<file path="config.mk">
export PLATFORM = sky130hd
export DESIGN_NAME = mbcm_ram
export DESIGN_NICKNAME = d
export VERILOG_FILES = /design/src/hdl/mbcm_ram.sv
export SDC_FILE = /design/constraint.sdc
export NUM_CORES = 2
export LEC_CHECK = 0
export ABC_AREA = 1
export BUFFER_PORTS_ARGS = -buffer_cell sky130_fd_sc_hd__buf_2
export CAP_MARGIN = 25
export CORE_ASPECT_RATIO = 1.2
export CORE_MARGIN = 4
export CORE_UTILIZATION = 54
export CTS_CLUSTER_SIZE = 10
export DETAILED_ROUTE_END_ITERATION = 16
export PLACE_DENSITY = 0.73
export SLEW_MARGIN = 20
export SYNTH_ARGS = -nofsm -noshare
export SYNTH_HDL_FRONTEND = slang
export SYNTH_SLANG_ARGS = --single-unit
export TNS_END_PERCENT = 50
</file>
<file path="constraint.sdc">
create_clock -name clk -period 2.2 [get_ports clk]
set_input_delay 0.44 -clock clk [delete_from_list [all_inputs] [get_ports clk]]
set_output_delay 0.44 -clock clk [all_outputs]
set_load 0.05 [all_outputs]
</file>
<file path="src/hdl/mbcm_ram.sv">
// Generic single-write, single-read RAM with registered read data.
module mbcm_ram #(
    parameter int WIDTH = 8,
    parameter int DEPTH = 256,
    localparam int ADDR_BITS = (DEPTH > 1) ? $clog2(DEPTH) : 1
)
(
    input  logic                 clk,
    input  logic                 we,
    input  logic [ADDR_BITS-1:0] waddr,
    input  logic [WIDTH-1:0]     wdata,
    input  logic [ADDR_BITS-1:0] raddr,
    output logic [WIDTH-1:0]     rdata
);
    logic [WIDTH-1:0] mem [DEPTH];

    always_ff @(posedge clk)
    begin
        if (we)
        begin
            mem[waddr] <= wdata;
        end
        rdata <= mem[raddr];
    end
endmodule

</file>
==> flow_metrics.env <==
export IMPL_outcome="finished, final reports clean"
export IMPL_setup_viol=0
export IMPL_seq_area_frac_synth_pct=73.9
export IMPL_drt_initial_drc_count=7798
export IMPL_area_growth_pct=16.1
export IMPL_die_w_um=367
export IMPL_critPathRequiredTime_ns=1.76
export IMPL_synth_top_cell_area_share_pct=73.7
export IMPL_arrival_ns=1.73
export IMPL_num_rows=157
export IMPL_synth_top_family_by_area="simple AND/OR/NAND/NOR gates"
export IMPL_placedCellCount=9225
export IMPL_synth_top_cells_by_area="edfxtp_1 (74%), nand3_1 (12%), nand2_1 (9.6%), buf_2 (1.6%), nor2_1 (1.3%)"
export IMPL_wire_per_inst_um=24.2
export IMPL_yosys_area_share_simple_pct=22.9
export IMPL_dr_pass1_iters=9
export IMPL_placed_area_mm2=0.0907
export IMPL_start_kind="flop"
export IMPL_path_max_fanout=2
export IMPL_hold_slack_ns=0.0510
export IMPL_dieArea_mm2=0.161
export IMPL_post_route_min_period_ns=2.17
export IMPL_end_kind="output port"
export IMPL_cp_top_family="flip-flops"
export IMPL_synth_seq_cells=2056
export IMPL_finalClockSkew_ns=0.0368
export IMPL_final_antenna_net_count=0
export IMPL_setup_ws_ns=0.0310
export IMPL_multi_input_area_mm2=0.0191
export IMPL_cts_tree="built"
export IMPL_nets=7494
export IMPL_cts_root_buf="clkbuf_16"
export IMPL_drcViolationCount=0
export IMPL_hold_viol=0
export IMPL_maxCapViolations=0
export IMPL_synth_cell_type_count=14
export IMPL_grt_pass1_vias=56300
export IMPL_cts_sinks=2056
export IMPL_synth_cell_area_mm2=0.0834
export IMPL_fmax_ghz=0.461
export IMPL_gp_congestion=0.932
export IMPL_p_leak_nw=34.8
export IMPL_drive_gt1_share_pct=12.8
export IMPL_seqCellArea_mm2=0.0617
export IMPL_post_cts_buffers=0
export IMPL_rsz0062_at_grt="no"
export IMPL_coreArea_mm2=0.153
export IMPL_switchingPower_w=0.0180
export IMPL_grt_overflow_total=0
export IMPL_synth_net_count=7029
export IMPL_grt_max_degree=90
export IMPL_seqPwrFrac_pct=53.1
export IMPL_cpMaxStageDelayCell="dfxtp_1"
export IMPL_switching_share_pct=22.1
export IMPL_final_util_pct=63.3
export IMPL_initial_core_util_pct=54.5
export IMPL_clockBufferDepth=3
export IMPL_synth_xor_area_share_pct=0
export IMPL_vias_per_cell=6.08
export IMPL_yosys_warnings=0
export IMPL_routed_wl_um=231000
export IMPL_worst_pin_slew_ns=1.09
export IMPL_yosys_area_top_type="edfxtp_1"
export IMPL_final_cell_area_mm2=0.0968
export IMPL_numCtsBuffers=224
export IMPL_power_density_mw_per_mm2=842
export IMPL_vias=58041
export IMPL_syn_instance_count=7003
export IMPL_ir_worst_vdd_uv=803
export IMPL_combPwrFrac_pct=6.9
export IMPL_dieHeight_um=438
export IMPL_hp_class="in -> reg"
export IMPL_clk_latency_ns=0.85
export IMPL_drv_slew=0
export IMPL_clk_pin_slew_ns=0.06
export IMPL_port_buffers=33
export IMPL_synth_fa_ha_area_share_pct=0
export IMPL_antenna_found_initial=16
export IMPL_min_period_over_period_pct=98.6
export IMPL_p_int_w=0.0635
export IMPL_max_slew_margin_pct=27.5
export IMPL_grt_first_pass_wirelength_um=345000
export IMPL_crit_path_cell_trace="buf_2"
export IMPL_fillers=10893
export IMPL_p_clk_share_pct=40.0
export IMPL_ios=34
export IMPL_finalNonFillerCells=9542
export IMPL_hpwlAfterDp_um=144000
export IMPL_post_synth_cell_area_avg_um2=11.9
export IMPL_htreeDepth=4
export IMPL_slowest_delay_ns=0.52
export IMPL_worstSetupPathType="reg -> out"
export IMPL_synth_compound_area_share_pct=0
export IMPL_post_place_ws_ns=-0.509
export IMPL_reg2reg_slack_ns=0.18
export IMPL_crit_buf_inv=1
export IMPL_track_usage_pct=28.4
export IMPL_synthMuxAreaShare_pct=0
==> metal layers <==
layer	wire length (um)	GRT usage [%]	vias to the layer above	share of wire, %
li1	-	-	25738	-
met1	82600	37.1	27909	36
met2	111000	46.4	3676	48
met3	25800	5.71	704	11
met4	11600	13.2	14	5.0
met5	108	0	-	0.047
==> sequential cells by signal (all words and copies together) (netlist names) <==
register / count
rdata: 8
mem: 2048
==> cell usage after synthesis (all sizes together) <==
cell / count
nor2: 283
inv: 39
nand3: 2019
buf: 371
dfxtp: 8
edfxtp: 2048
nand2: 2123
clkbuf: 112
==> cells in the final DEF, fill, tap and decap left out <==
cell type / n
inv_8: 2
inv_4: 1
bufinv_16: 1
nor2_1: 283
edfxtp_1: 2048
inv_2: 1
inv_6: 4
dlygate4sd3_1: 4
nand3_1: 2019
nand2_1: 2123
buf_8: 11
inv_1: 34
diode_2: 9
clkbuf_1: 64
buf_12: 142
clkbuf_16: 227
buf_2: 21
dfxtp_1: 8
inv_16: 2
clkinv_2: 1
buf_4: 544
clkinv_8: 6
==> repair_timing <==
| action | CTS | global route |
|---|---|---|
| hold buffers | 4 | 0 |
| endpoints found under the setup margin | 0 | 0 |
| endpoints found under the hold margin | 33 | 0 |
| resized for setup | 0 | 0 |
==> power groups by stage <==
stage	Sequential (W)	Combinational (W)	Clock (W)
2_1_floorplan	0.0441	0.00266	0
3_3_place_gp	0.0440	0.00544	0
3_5_place_dp	0.0440	0.00554	0
4_1_cts	0.0432	0.00558	0.0328
5_1_grt	0.0432	0.00603	0.0345
6_report	0.0433	0.00566	0.0326
==> logic make-up after synthesis <==
family	count (synthesis)
buffers and inverters	522
DFF	2056
and+or+nand+nor	4425
==> worst paths after layout <==
check                     end        start  cells after the start
setup reg to reg     rdata[2]  mem[249][2]                     10
hold / removal    mem[120][5]     wdata[5]                      1
setup / recovery     rdata[2]     rdata[2]                      1
hold reg to reg      rdata[0]  mem[148][0]                     10
==> through the flow <==
step / setup TNS (ns) / total power [W]
after floorplan: 0 / 0.0468
after global placement: -3.11 / 0.0495
after detailed placement: -3.37 / 0.0496
after CTS: 0 / 0.0816
after global routing: 0 / 0.0838
final: 0 / 0.0815
==> area by class of cell <==
class	count	area share, %
Antenna cell	9	0.0233
Clock buffer	291	6.11
Clock inverter	13	0.194
Inverter	39	0.186
Multi-Input combinational cell	4425	19.8
Sequential cell	2056	63.7
Tap cell	1987	2.57
Timing Repair Buffer	722	7.47
Power figures use the tool's default switching activity.
