===== src/hdl/mbcm_pkg.sv =====
// Shared types and constants for the multi-branch class matcher.
package mbcm_pkg;

    // Field widths of the item and result channels
    localparam int ACTION_BITS   = 2;
    localparam int BYTE_BITS     = 8;
    localparam int BRANCH_BITS   = 2;
    localparam int POSITION_BITS = 4;
    localparam int LENGTH_BITS   = 5;
    localparam int START_BITS    = 32;

    // One class store entry per byte value
    localparam int BYTE_VALUES   = 256;

    typedef enum logic [ACTION_BITS-1:0] {
        ACT_SCAN   = 2'd0,
        ACT_MEMBER = 2'd1,
        ACT_LENGTH = 2'd2,
        ACT_CLEAR  = 2'd3
    } action_t;

endpackage


===== src/hdl/mbcm_cell.sv =====
// One branch cell: holds the branch length and shift-and vector, merges its match into the chain.
module mbcm_cell import mbcm_pkg::*;
#(
    parameter int MAX_LENGTH  = 16,
    parameter int OFFSET_BITS = 32,
    localparam int LEN_BITS   = $clog2(MAX_LENGTH + 1),
    localparam int IDX_BITS   = (MAX_LENGTH > 1) ? $clog2(MAX_LENGTH) : 1
)
(
    input  logic                   clk,
    input  logic                   rst_n,
    input  logic                   scan,
    input  logic                   restart,
    input  logic                   clear,
    input  logic                   len_load,
    input  logic [LEN_BITS-1:0]    len_value,
    input  logic [MAX_LENGTH-1:0]  class_bits,
    input  logic [OFFSET_BITS-1:0] position,
    input  logic                   seen_in,
    input  logic [OFFSET_BITS-1:0] best_in,
    output logic                   seen_out,
    output logic [OFFSET_BITS-1:0] best_out
);
    logic [MAX_LENGTH-1:0]  partial_reg, partial_next;
    logic [LEN_BITS-1:0]    len_reg, len_next;
    logic [MAX_LENGTH-1:0]  step_vec;
    logic [OFFSET_BITS-1:0] start;
    logic                   hit;

    // Shift-and step and candidate start of this branch
    always_comb
    begin
        step_vec = ((partial_reg << 1) | MAX_LENGTH'(1)) & class_bits;
        start    = position + OFFSET_BITS'(1) - OFFSET_BITS'(len_reg);
        hit      = scan && (len_reg != '0) && step_vec[IDX_BITS'(len_reg - LEN_BITS'(1))]
                   && (!seen_in || (start < best_in));
        seen_out = seen_in | hit;
        best_out = hit ? start : best_in;
    end

    // Next vector and length
    always_comb
    begin
        if (restart)
        begin
            partial_next = '0;
        end
        else if (scan)
        begin
            partial_next = step_vec;
        end
        else
        begin
            partial_next = partial_reg;
        end

        if (clear)
        begin
            len_next = '0;
        end
        else if (len_load)
        begin
            len_next = len_value;
        end
        else
        begin
            len_next = len_reg;
        end
    end

    always_ff @(posedge clk or negedge rst_n)
    begin
        if (!rst_n)
        begin
            partial_reg <= '0;
            len_reg     <= '0;
        end
        else
        begin
            partial_reg <= partial_next;
            len_reg     <= len_next;
        end
    end
endmodule


===== config.mk =====
export PLATFORM = sky130hd
export DESIGN_NAME = mbcm_cell
export DESIGN_NICKNAME = d
export VERILOG_FILES = /design/src/hdl/mbcm_pkg.sv /design/src/hdl/mbcm_cell.sv
export SDC_FILE = /design/constraint.sdc
export NUM_CORES = 1
export LEC_CHECK = 0
export CAP_MARGIN = 15
export CORE_MARGIN = 10
export CORE_UTILIZATION = 45
export DETAILED_ROUTE_END_ITERATION = 16
export DONT_BUFFER_PORTS = 1
export GPL_ROUTABILITY_DRIVEN = 0
export HOLD_SLACK_MARGIN = 0.15
export PLACE_DENSITY = 0.71
export SLEW_MARGIN = 15
export SYNTH_ARGS = -nofsm -noshare
export SYNTH_HDL_FRONTEND = slang
export SYNTH_SLANG_ARGS = --single-unit

===== constraint.sdc =====
create_clock -name clk -period 23.6 [get_ports clk]
set_clock_uncertainty 0.05 [all_clocks]
set_input_delay 5.9 -clock clk [delete_from_list [all_inputs] [get_ports clk]]
set_output_delay 5.9 -clock clk [all_outputs]
set_load 0.02 [all_outputs]

==> flow_summary_export.csv, run 1 <==
group,metric,value,unit
run_status,outcome,"finished, final reports clean",
critical_path,start_kind,"input pin",
finish,drive_gt1_frac,0.07211,
sta,timing.fmax,57.95,MHz
place,hpwlAfterDp,10.13,mm
die,rows,35,
die,ioPinCount,125,
yosys,ys_seq_elements,20,
yosys,yosysUniqueCellTypes,57,
sta,rsz0062_at_grt,"false",
pwr,pwr-share-comb,0.621,
critical_path,cp_common_cell,"ha_1",
yosys,synth_area,0.004165,mm2
die,die_area,0.01350,mm2
clock_tree,clk_pin_slew,80,ps
sta,setup_tns,0,ps
clock_tree,cts_resized,0,
yosys,synth_top_flop_cell,"dfrtp_1",
critical_path,crit_arrival,11310,ps
pwr,pwr-share-seq,0.216,
grt,grt_pass1_wl,18.48,mm
pwr,power_switching,72.70,uW
finish,nets,688,
clock_tree,clock_sinks,20,
sta,fin_crit_sh,0.7312,
pwr,swShare,0.4400,
clock_tree,clockBufferDepth,2,
drt,drt-total-wl,11.67,mm
grt,grt_pass1_vias,3871,
clock_tree,htreeDepth,1,
drt,vias,3871,
drt,drtIter0Drc,218,
yosys,syn_nets,697,
clock_tree,cts_tree,"yes",
finish,layout_common_cells,"inv_1 (75), ha_1 (67), a21oi_1 (60), nand2_1 (40), nor2_1 (27)",
yosys,synth-async-reset-ratio,1.000,
sta,finalHoldViolCount,0,
critical_path,crit_family,"compound AO/OA/AOI/OAI gates",
job,drv_cap,0,
drt,drc,0,
critical_path,path_max_fanout,32,
grt,grtUsageTotal,0.1650,
finish,final_core_util,0.4690,
finish,final_common_cell,"inv_1",
critical_path,cpPeakStageDelay,910,ps
pwr,power_leakage,0.002177,uW
drt,viasPerCell,6.067,
clock_tree,post_cts_buffers,0,
yosys,synth-seq-area-share,0.1202,
sta,finalSetupViolations,0,
grt,grt_start_max_net_pins,33,
die,core,0.009109,mm2
yosys,synth_edf_count,0,
sta,min_period,17260,ps
pwr,ir_drop,0.04146,mV
place,io_buffer_count,0,
drt,met3_length,1.289,mm
die,die_y,116.2,um
sta,worst_slew_pin_slew,1006,ps
critical_path,end_kind,"output pin",
drt,firstDrtPassIters,4,
critical_path,crit_type,"in -> out",
finish,largest_reg_flops,15,
die,initial_core_util,0.4573,
hold_path,holdCritPathClass,"reg -> reg",
clock_tree,cts_hold_buffers,0,
clock_tree,root_buffer,"clkbuf_8",
pwr,intPower,92.52,uW
clock_tree,cts_inserted_buffers,3,
pwr,clockPowerShare,0.163,
drt,met1Wirelength,4.447,mm
drt,routed.top_layer,"met4",
critical_path,worst-path-buf-inv,2,
finish,syn_to_final_growth,2.553,%
sta,drv_slew,0,
die,fp.dieW,116.2,um
grt,grt_overflow,0,
yosys,syn_inst,537,
critical_path,cp_data_required_time,17650,ps
yosys,yosysWarnings,0,
pwr,p_per_area,38.68,mW/mm2
drt,dr_wl_met2,5.768,mm
clock_tree,clk_latency,260,ps
sta,slew_headroom,0.3292,
drt,wl_per_cell,18.29,um
grt,antenna_found_initial,0,
drt,ant_nets,0,
critical_path,crit_slowest_cell,"or2_2",
yosys,avgSynthCellArea,7.757,um2
finish,antenna_cells,0,
critical_path,crit_chain,"inv_1 > ha_1 > inv_1 > ha_1 > fa_1 > a211o_1 > a211oi_2 > o31ai_1 > a221o_1 > a41oi_1 > and3b_1 > nor2_1 > ha_1 > nand4_1 > nor2_1 > nand2_1 > a311oi_1 > or2_2 > mux2_1",
metrics by stage:
stage / worst slack (ps) / power (uW) / hold WS, ps / instances / instance area (um2)
3_3_place_gp: 6612 / 136.0 / 475.1 / 634 / 4217
3_5_place_dp: 6353 / 138.6 / 478.3 / 634 / 4217
4_1_cts: 6312 / 165.2 / 495.3 / 638 / 4272
6_report: 6344 / 165.2 / 496.0 / 638 / 4272
5_1_grt: 5963 / 180.5 / 527.2 / 638 / 4272
2_1_floorplan: 7339 / 118.9 / 436.3 / 537 / 4165
final timing paths:
check | start | end | slack [ps] | cells past startpoint
setup / recovery | position[1] | best_out[0] | 6340 | 19
hold / removal | partial_reg[5]$_DFFE_PN0P_ | partial_reg[5]$_DFFE_PN0P_ | 500 | 2
setup reg to reg | len_reg[0]$_DFFE_PN0P_ | len_reg[0]$_DFFE_PN0P_ | 22720 | 2
hold reg to reg | partial_reg[5]$_DFFE_PN0P_ | partial_reg[5]$_DFFE_PN0P_ | 500 | 2
max in group asynchronous | rst_n | partial_reg[14]$_DFFE_PN0P_ | 18160 | 0
min in group asynchronous | rst_n | partial_reg[5]$_DFFE_PN0P_ | 5270 | 0
layout make-up:
type                            instances  area, um2
Clock buffer                            4      55.05
Fill cell                             903       4837
Inverter                               75      281.5
Multi-Input combinational cell        428       3296
Sequential cell                        20      500.5
Tap cell                              111      138.9
tightest hold or removal path, stage by stage (launching register included):
cell	delay, ps
dfrtp_1	390
nand2_1	70
a21oi_1	60
kinds of logic (layout without fill, tap and decap cells):
kind of cell / after synthesis / after routing / share of synthesized area
xor+xnor: 29 / 29 / 0.06098
flops: 20 / 20 / 0.1202
fa+ha+maj: 68 / 68 / 0.2061
mux: 35 / 35 / 0.1208
compound gates: 156 / 156 / 0.2394
simple gates: 140 / 140 / 0.1640
buf+inv: 89 / 79 / 0.08861
per-layer routing:
metal	track usage	vias to the layer above
li1	-	1920
met1	0.1776	1796
met2	0.3057	140
met3	0.05598	15
met4	0.03336	0
met5	0	-
Yosys cell counts (13+ instances only):
cell type,number,area share
ha_1,67,0.20
dfrtp_1,20,0.12
and3_1,13,0.020
a21oi_1,60,0.072
a21o_1,15,0.027
inv_1,75,0.068
nor2_1,27,0.024
nand3_1,23,0.028
o21ai_0,22,0.026
mux2_4,25,0.090
nand2_1,40,0.036
xnor2_1,19,0.040
power by group through the flow:
stage	combinational (uW)	clock, uW	sequential (uW)
3_3_place_gp	99.7	0	36.3
3_5_place_dp	102	0	36.3
6_report	103	27.0	35.7
2_1_floorplan	82.9	0	35.9
4_1_cts	103	26.8	35.7
5_1_grt	116	28.3	35.8
No activity file was read; power rests on OpenSTA's default activity.
==> run 2, diff against run 1 <==
--- a/config.mk
+++ b/config.mk
@@ -12,7 +12,7 @@
 export DONT_BUFFER_PORTS = 1
 export GPL_ROUTABILITY_DRIVEN = 0
 export HOLD_SLACK_MARGIN = 0.15
-export PLACE_DENSITY = 0.71
+export PLACE_DENSITY = 0.73
 export SLEW_MARGIN = 15
 export SYNTH_ARGS = -nofsm -noshare
 export SYNTH_HDL_FRONTEND = slang
==> constraint.sdc (replaced) <==
create_clock -name clk -period 14.95 [get_ports clk]
set_clock_uncertainty 0.05 [all_clocks]
set_input_delay 3.7375 -clock clk [delete_from_list [all_inputs] [get_ports clk]]
set_output_delay 3.7375 -clock clk [all_outputs]
set_load 0.02 [all_outputs]
==> flow_summary_export.csv, run 2 (same netlist as run 1, synthesis figures left out) <==
group,metric,value,unit
run_status,outcome,"finished, final reports clean",
critical_path,path_max_fanout,32,
sta,min_period,13010,ps
critical_path,crit_type,"in -> out",
critical_path,end_kind,"output pin",
grt,grt_overflow,0,
finish,final_common_cell,"inv_1",
pwr,power.total,261.8,uW
grt,grt_pass1_wl,18.37,mm
clock_tree,cts_inserted_buffers,3,
sta,timing.fmax,76.87,MHz
grt,grt_start_max_net_pins,33,
place,io_buffer_count,0,
clock_tree,cts_resized,0,
finish,final_core_util,0.4690,
hold_path,holdCritPathClass,"reg -> reg",
drt,drc,0,
clock_tree,post_cts_buffers,0,
pwr,ir_drop,0.06103,mV
finish,drive_gt1_frac,0.07211,
drt,vias,3873,
die,die_area,0.01350,mm2
grt,grtUsageTotal,0.1645,
sta,finalSetupViolations,0,
sta,finalHoldViolCount,0,
job,drv_cap,0,
sta,slew_headroom,0.2875,
die,die_y,116.2,um
die,rows,35,
die,core,0.009109,mm2
clock_tree,htreeDepth,1,
finish,largest_reg_flops,15,
finish,nets,688,
drt,drtIter0Drc,234,
critical_path,crit_arrival,9220,ps
clock_tree,clockBufferDepth,2,
drt,viasPerCell,6.071,
die,fp.dieW,116.2,um
pwr,power_leakage,0.002177,uW
sta,fin_crit_sh,0.8701,
clock_tree,cts_hold_buffers,0,
critical_path,start_kind,"input pin",
drt,firstDrtPassIters,4,
grt,antenna_found_initial,0,
critical_path,cp_data_required_time,11160,ps
clock_tree,clock_sinks,20,
sta,rsz0062_at_grt,"false",
place,hpwlAfterDp,10.05,mm
sta,setup_tns,0,ps
pwr,p_per_area,61.28,mW/mm2
drt,wl_per_cell,18.27,um
drt,ant_nets,0,
die,ioPinCount,125,
finish,layout_common_cells,"inv_1 (75), ha_1 (67), a21oi_1 (60), nand2_1 (40), nor2_1 (27)",
die,initial_core_util,0.4573,
grt,grt_pass1_vias,3871,
drt,drt-total-wl,11.66,mm
sta,drv_slew,0,
clock_tree,clk_pin_slew,70,ps
sta,worst_slew_pin_slew,1069,ps
clock_tree,clk_latency,260,ps
clock_tree,cts_tree,"yes",
finish,antenna_cells,0,
finish,syn_to_final_growth,2.553,%
clock_tree,root_buffer,"clkbuf_8",
==> run 2: final timing paths <==
kind | startpoint | endpoint | slack [ps] | depth (start not counted)
max reg2reg | len_reg[0]$_DFFE_PN0P_ | len_reg[0]$_DFFE_PN0P_ | 14050 | 2
max in group asynchronous | rst_n | len_reg[4]$_DFFE_PN0P_ | 11670 | 0
min in group asynchronous | rst_n | partial_reg[11]$_DFFE_PN0P_ | 3110 | 0
min reg2reg | partial_reg[14]$_DFFE_PN0P_ | partial_reg[14]$_DFFE_PN0P_ | 490 | 2
min | partial_reg[14]$_DFFE_PN0P_ | partial_reg[14]$_DFFE_PN0P_ | 490 | 2
max | position[1] | best_out[0] | 1940 | 19
==> run 2: worst max-delay path, stage by stage <==
cell and delay, ps:
inv_1 20, ha_1 260, inv_1 40, ha_1 230
fa_1 430, a211o_1 320, a211oi_2 340, o31ai_1 190
a221o_1 420, a41oi_1 250, and3b_1 220, nor2_1 50
ha_1 300, nand4_1 130, nor2_1 120, nand2_1 90
a311oi_1 620, or2_2 960, mux2_1 490
==> run 2: layout make-up <==
cell class,instances,area (um2)
clock buffers,4,55.05
flip-flops and latches,20,500.5
fillers,895,4837
multi-input cells,428,3296
inverters,75,281.5
well taps,111,138.9
==> run 2: metrics by stage <==
stage	setup WS, ps	instance area (um2)	hold WS [ps]	cells
5_1_grt	1544	4272	520.9	638
4_1_cts	1964	4272	491.1	638
3_3_place_gp	2263	4217	469.5	634
6_report	1941	4272	489.8	638
2_1_floorplan	3014	4165	436.3	537
3_5_place_dp	1986	4217	476.6	634
==> run 2: report_power, final <==
group | switching (uW) | internal, uW
Combinational | 95.4 | 67.7
Sequential | 1.22 | 55.0
Clock | 18.9 | 23.5
==> run 2: per-layer routing <==
| metal | GRT usage | vias up | share of wire |
|---|---|---|---|
| met4 | 0.03670 | 0 | 0.017 |
| li1 | - | 1909 | - |
| met1 | 0.1809 | 1784 | 0.38 |
| met3 | 0.06061 | 16 | 0.12 |
| met2 | 0.2947 | 164 | 0.49 |
| met5 | 0 | - | 0 |
==> run 3, diff against run 2 <==
--- a/config.mk
+++ b/config.mk
@@ -6,13 +6,13 @@
 export NUM_CORES = 1
 export LEC_CHECK = 0
 export CAP_MARGIN = 15
-export CORE_MARGIN = 10
+export CORE_MARGIN = 5
 export CORE_UTILIZATION = 45
 export DETAILED_ROUTE_END_ITERATION = 16
 export DONT_BUFFER_PORTS = 1
 export GPL_ROUTABILITY_DRIVEN = 0
 export HOLD_SLACK_MARGIN = 0.15
-export PLACE_DENSITY = 0.73
+export PLACE_DENSITY = 0.61
 export SLEW_MARGIN = 15
 export SYNTH_ARGS = -nofsm -noshare
 export SYNTH_HDL_FRONTEND = slang
==> constraint.sdc (replaced) <==
create_clock -name clk -period 14.95 [get_ports clk]
set_clock_uncertainty 0.05 [all_clocks]
set_input_delay 1.495 -clock clk [delete_from_list [all_inputs] [get_ports clk]]
set_output_delay 1.495 -clock clk [all_outputs]
set_load 0.02 [all_outputs]
==> flow_summary_export.csv, run 3 (same netlist as run 1, synthesis figures left out) <==
group,metric,value,unit
run_status,outcome,"finished, final reports clean",
finish,antenna_cells,0,
critical_path,crit_arrival,6860,ps
sta,fin_crit_sh,0.5625,
die,core,0.009153,mm2
drt,drc,0,
critical_path,start_kind,"input pin",
sta,fin_ws,6541,ps
finish,final.fill_count,907,
sta,slew_headroom,0.2932,
sta,min_period,8409,ps
die,die_area,0.01128,mm2
grt,grtUsageTotal,0.1868,
finish,syn_to_final_growth,2.944,%
sta,setup_tns,0,ps
grt,grt_overflow,0,
clock_tree,clk_pin_slew,80,ps
die,rows,35,
grt,grt_pass1_vias,3810,
grt,grt_start_max_net_pins,33,
pwr,p_per_area,63.20,mW/mm2
drt,drtIter0Drc,135,
die,ioPinCount,125,
sta,rsz0062_at_grt,"false",
sta,drv_slew,0,
pwr,power_switching,113.0,uW
drt,wl_per_cell,16.70,um
drt,viasPerCell,5.884,
finish,largest_reg_flops,15,
critical_path,cp_data_required_time,13410,ps
critical_path,path_max_fanout,32,
finish,final_core_util,0.4685,
finish,nets,688,
place,io_buffer_count,0,
clock_tree,cts_inserted_buffers,3,
die,die_y,106.2,um
finish,final_common_cell,"inv_1",
pwr,swShare,0.4170,
pwr,pwr-share-seq,0.208,
die,initial_core_util,0.4551,
grt,grt_pass1_wl,17.94,mm
sta,finalHoldViolCount,0,
clock_tree,root_buffer,"clkbuf_8",
sta,fin_hold_ws,486.6,ps
critical_path,crit_type,"in -> out",
finish,drive_gt1_frac,0.07211,
sta,finalSetupViolations,0,
drt,firstDrtPassIters,4,
job,drv_cap,0,
place,hpwlAfterDp,9.203,mm
clock_tree,clockBufferDepth,2,
grt,antenna_found_initial,0,
pwr,pwr-share-comb,0.594,
clock_tree,htreeDepth,1,
pwr,power_leakage,0.002184,uW
pwr,clockPowerShare,0.198,
clock_tree,clk_latency,260,ps
pwr,intPower,158.0,uW
hold_path,holdCritPathClass,"reg -> reg",
critical_path,reg2regPathDepth,2,
drt,vias,3754,
drt,ant_nets,0,
clock_tree,cts_resized,0,
drt,drt-total-wl,10.66,mm
sta,timing.fmax,118.9,MHz
clock_tree,cts_tree,"yes",
sta,worst_slew_pin_slew,1060,ps
critical_path,end_kind,"output pin",
place,pre_cts_ws,6554,ps
hold_path,hold_depth,2,
clock_tree,post_cts_buffers,0,
clock_tree,clock_sinks,20,
pwr,ir_drop,0.06946,mV
clock_tree,cts_hold_buffers,0,
finish,layout_common_cells,"inv_1 (75), ha_1 (67), a21oi_1 (60), nand2_1 (40), nor2_1 (27)",
die,fp.dieW,106.2,um
-- run 3: cell count changes in the layout (fill, tap and decap cells not counted), sizes merged --
cell / previous run / this run
clkbuf: 4 / 3
bufinv: 0 / 1
-- run 3: final cells by class --
class	count	area, um2	share of cell area
inverter	75	281.5	0.06566
clock inverter	1	30.03	0.007003
sequential	20	500.5	0.1167
clock buffer	3	41.29	0.009629
multi-input combinational	428	3296	0.7686
tap	111	138.9	0.03239
-- run 3: per-layer routing --
layer	track usage	wire length (um)	vias up
met1	0.2272	4377	1725
li1	-	-	1917
met5	0	0	-
met2	0.3403	5302	105
met4	0.02313	76	0
met3	0.04614	901	7
-- run 3: critical path, cell delays in order --
cell and delay [ps]:
inv_1 20, ha_1 260, inv_1 40, ha_1 220
fa_1 430, a211o_1 320, a211oi_2 360, o31ai_1 180
a221o_1 410, a41oi_1 200, and3b_1 230, nor2_1 50
ha_1 300, nand4_1 150, nor2_1 130, nand2_1 90
a311oi_1 530, or2_2 950, mux2_1 490
-- run 3: path summary, 6_finish.rpt --
kind | startpoint | to | slack [ps]
hold / removal | partial_reg[14]$_DFFE_PN0P_ | partial_reg[14]$_DFFE_PN0P_ | 490
setup / recovery | position[1] | best_out[31] | 6540
min in group asynchronous | rst_n | partial_reg[0]$_DFFE_PN0P_ | 870
max in group asynchronous | rst_n | partial_reg[7]$_DFFE_PN0P_ | 13900
hold reg to reg | partial_reg[14]$_DFFE_PN0P_ | partial_reg[14]$_DFFE_PN0P_ | 490
setup reg to reg | len_reg[0]$_DFFE_PN0P_ | len_reg[0]$_DFFE_PN0P_ | 14050
-- run 3: stage by stage --
step                area, um2  total power [uW]  std cells
floorplan                4165             187.7        537
global placement         4217             216.0        634
detailed placement       4217             218.9        634
CTS                      4288             273.5        638
global route             4288             299.6        638
finish                   4288             271.0        638
-- run 3: power groups by stage --
stage | registers, uW | clock network (uW) | logic (uW)
floorplan | 56.7 | 0 | 131
global placement | 57.4 | 0 | 159
detailed placement | 57.4 | 0 | 161
CTS | 56.4 | 54.5 | 163
global route | 56.5 | 57.7 | 185
finish | 56.4 | 53.6 | 161
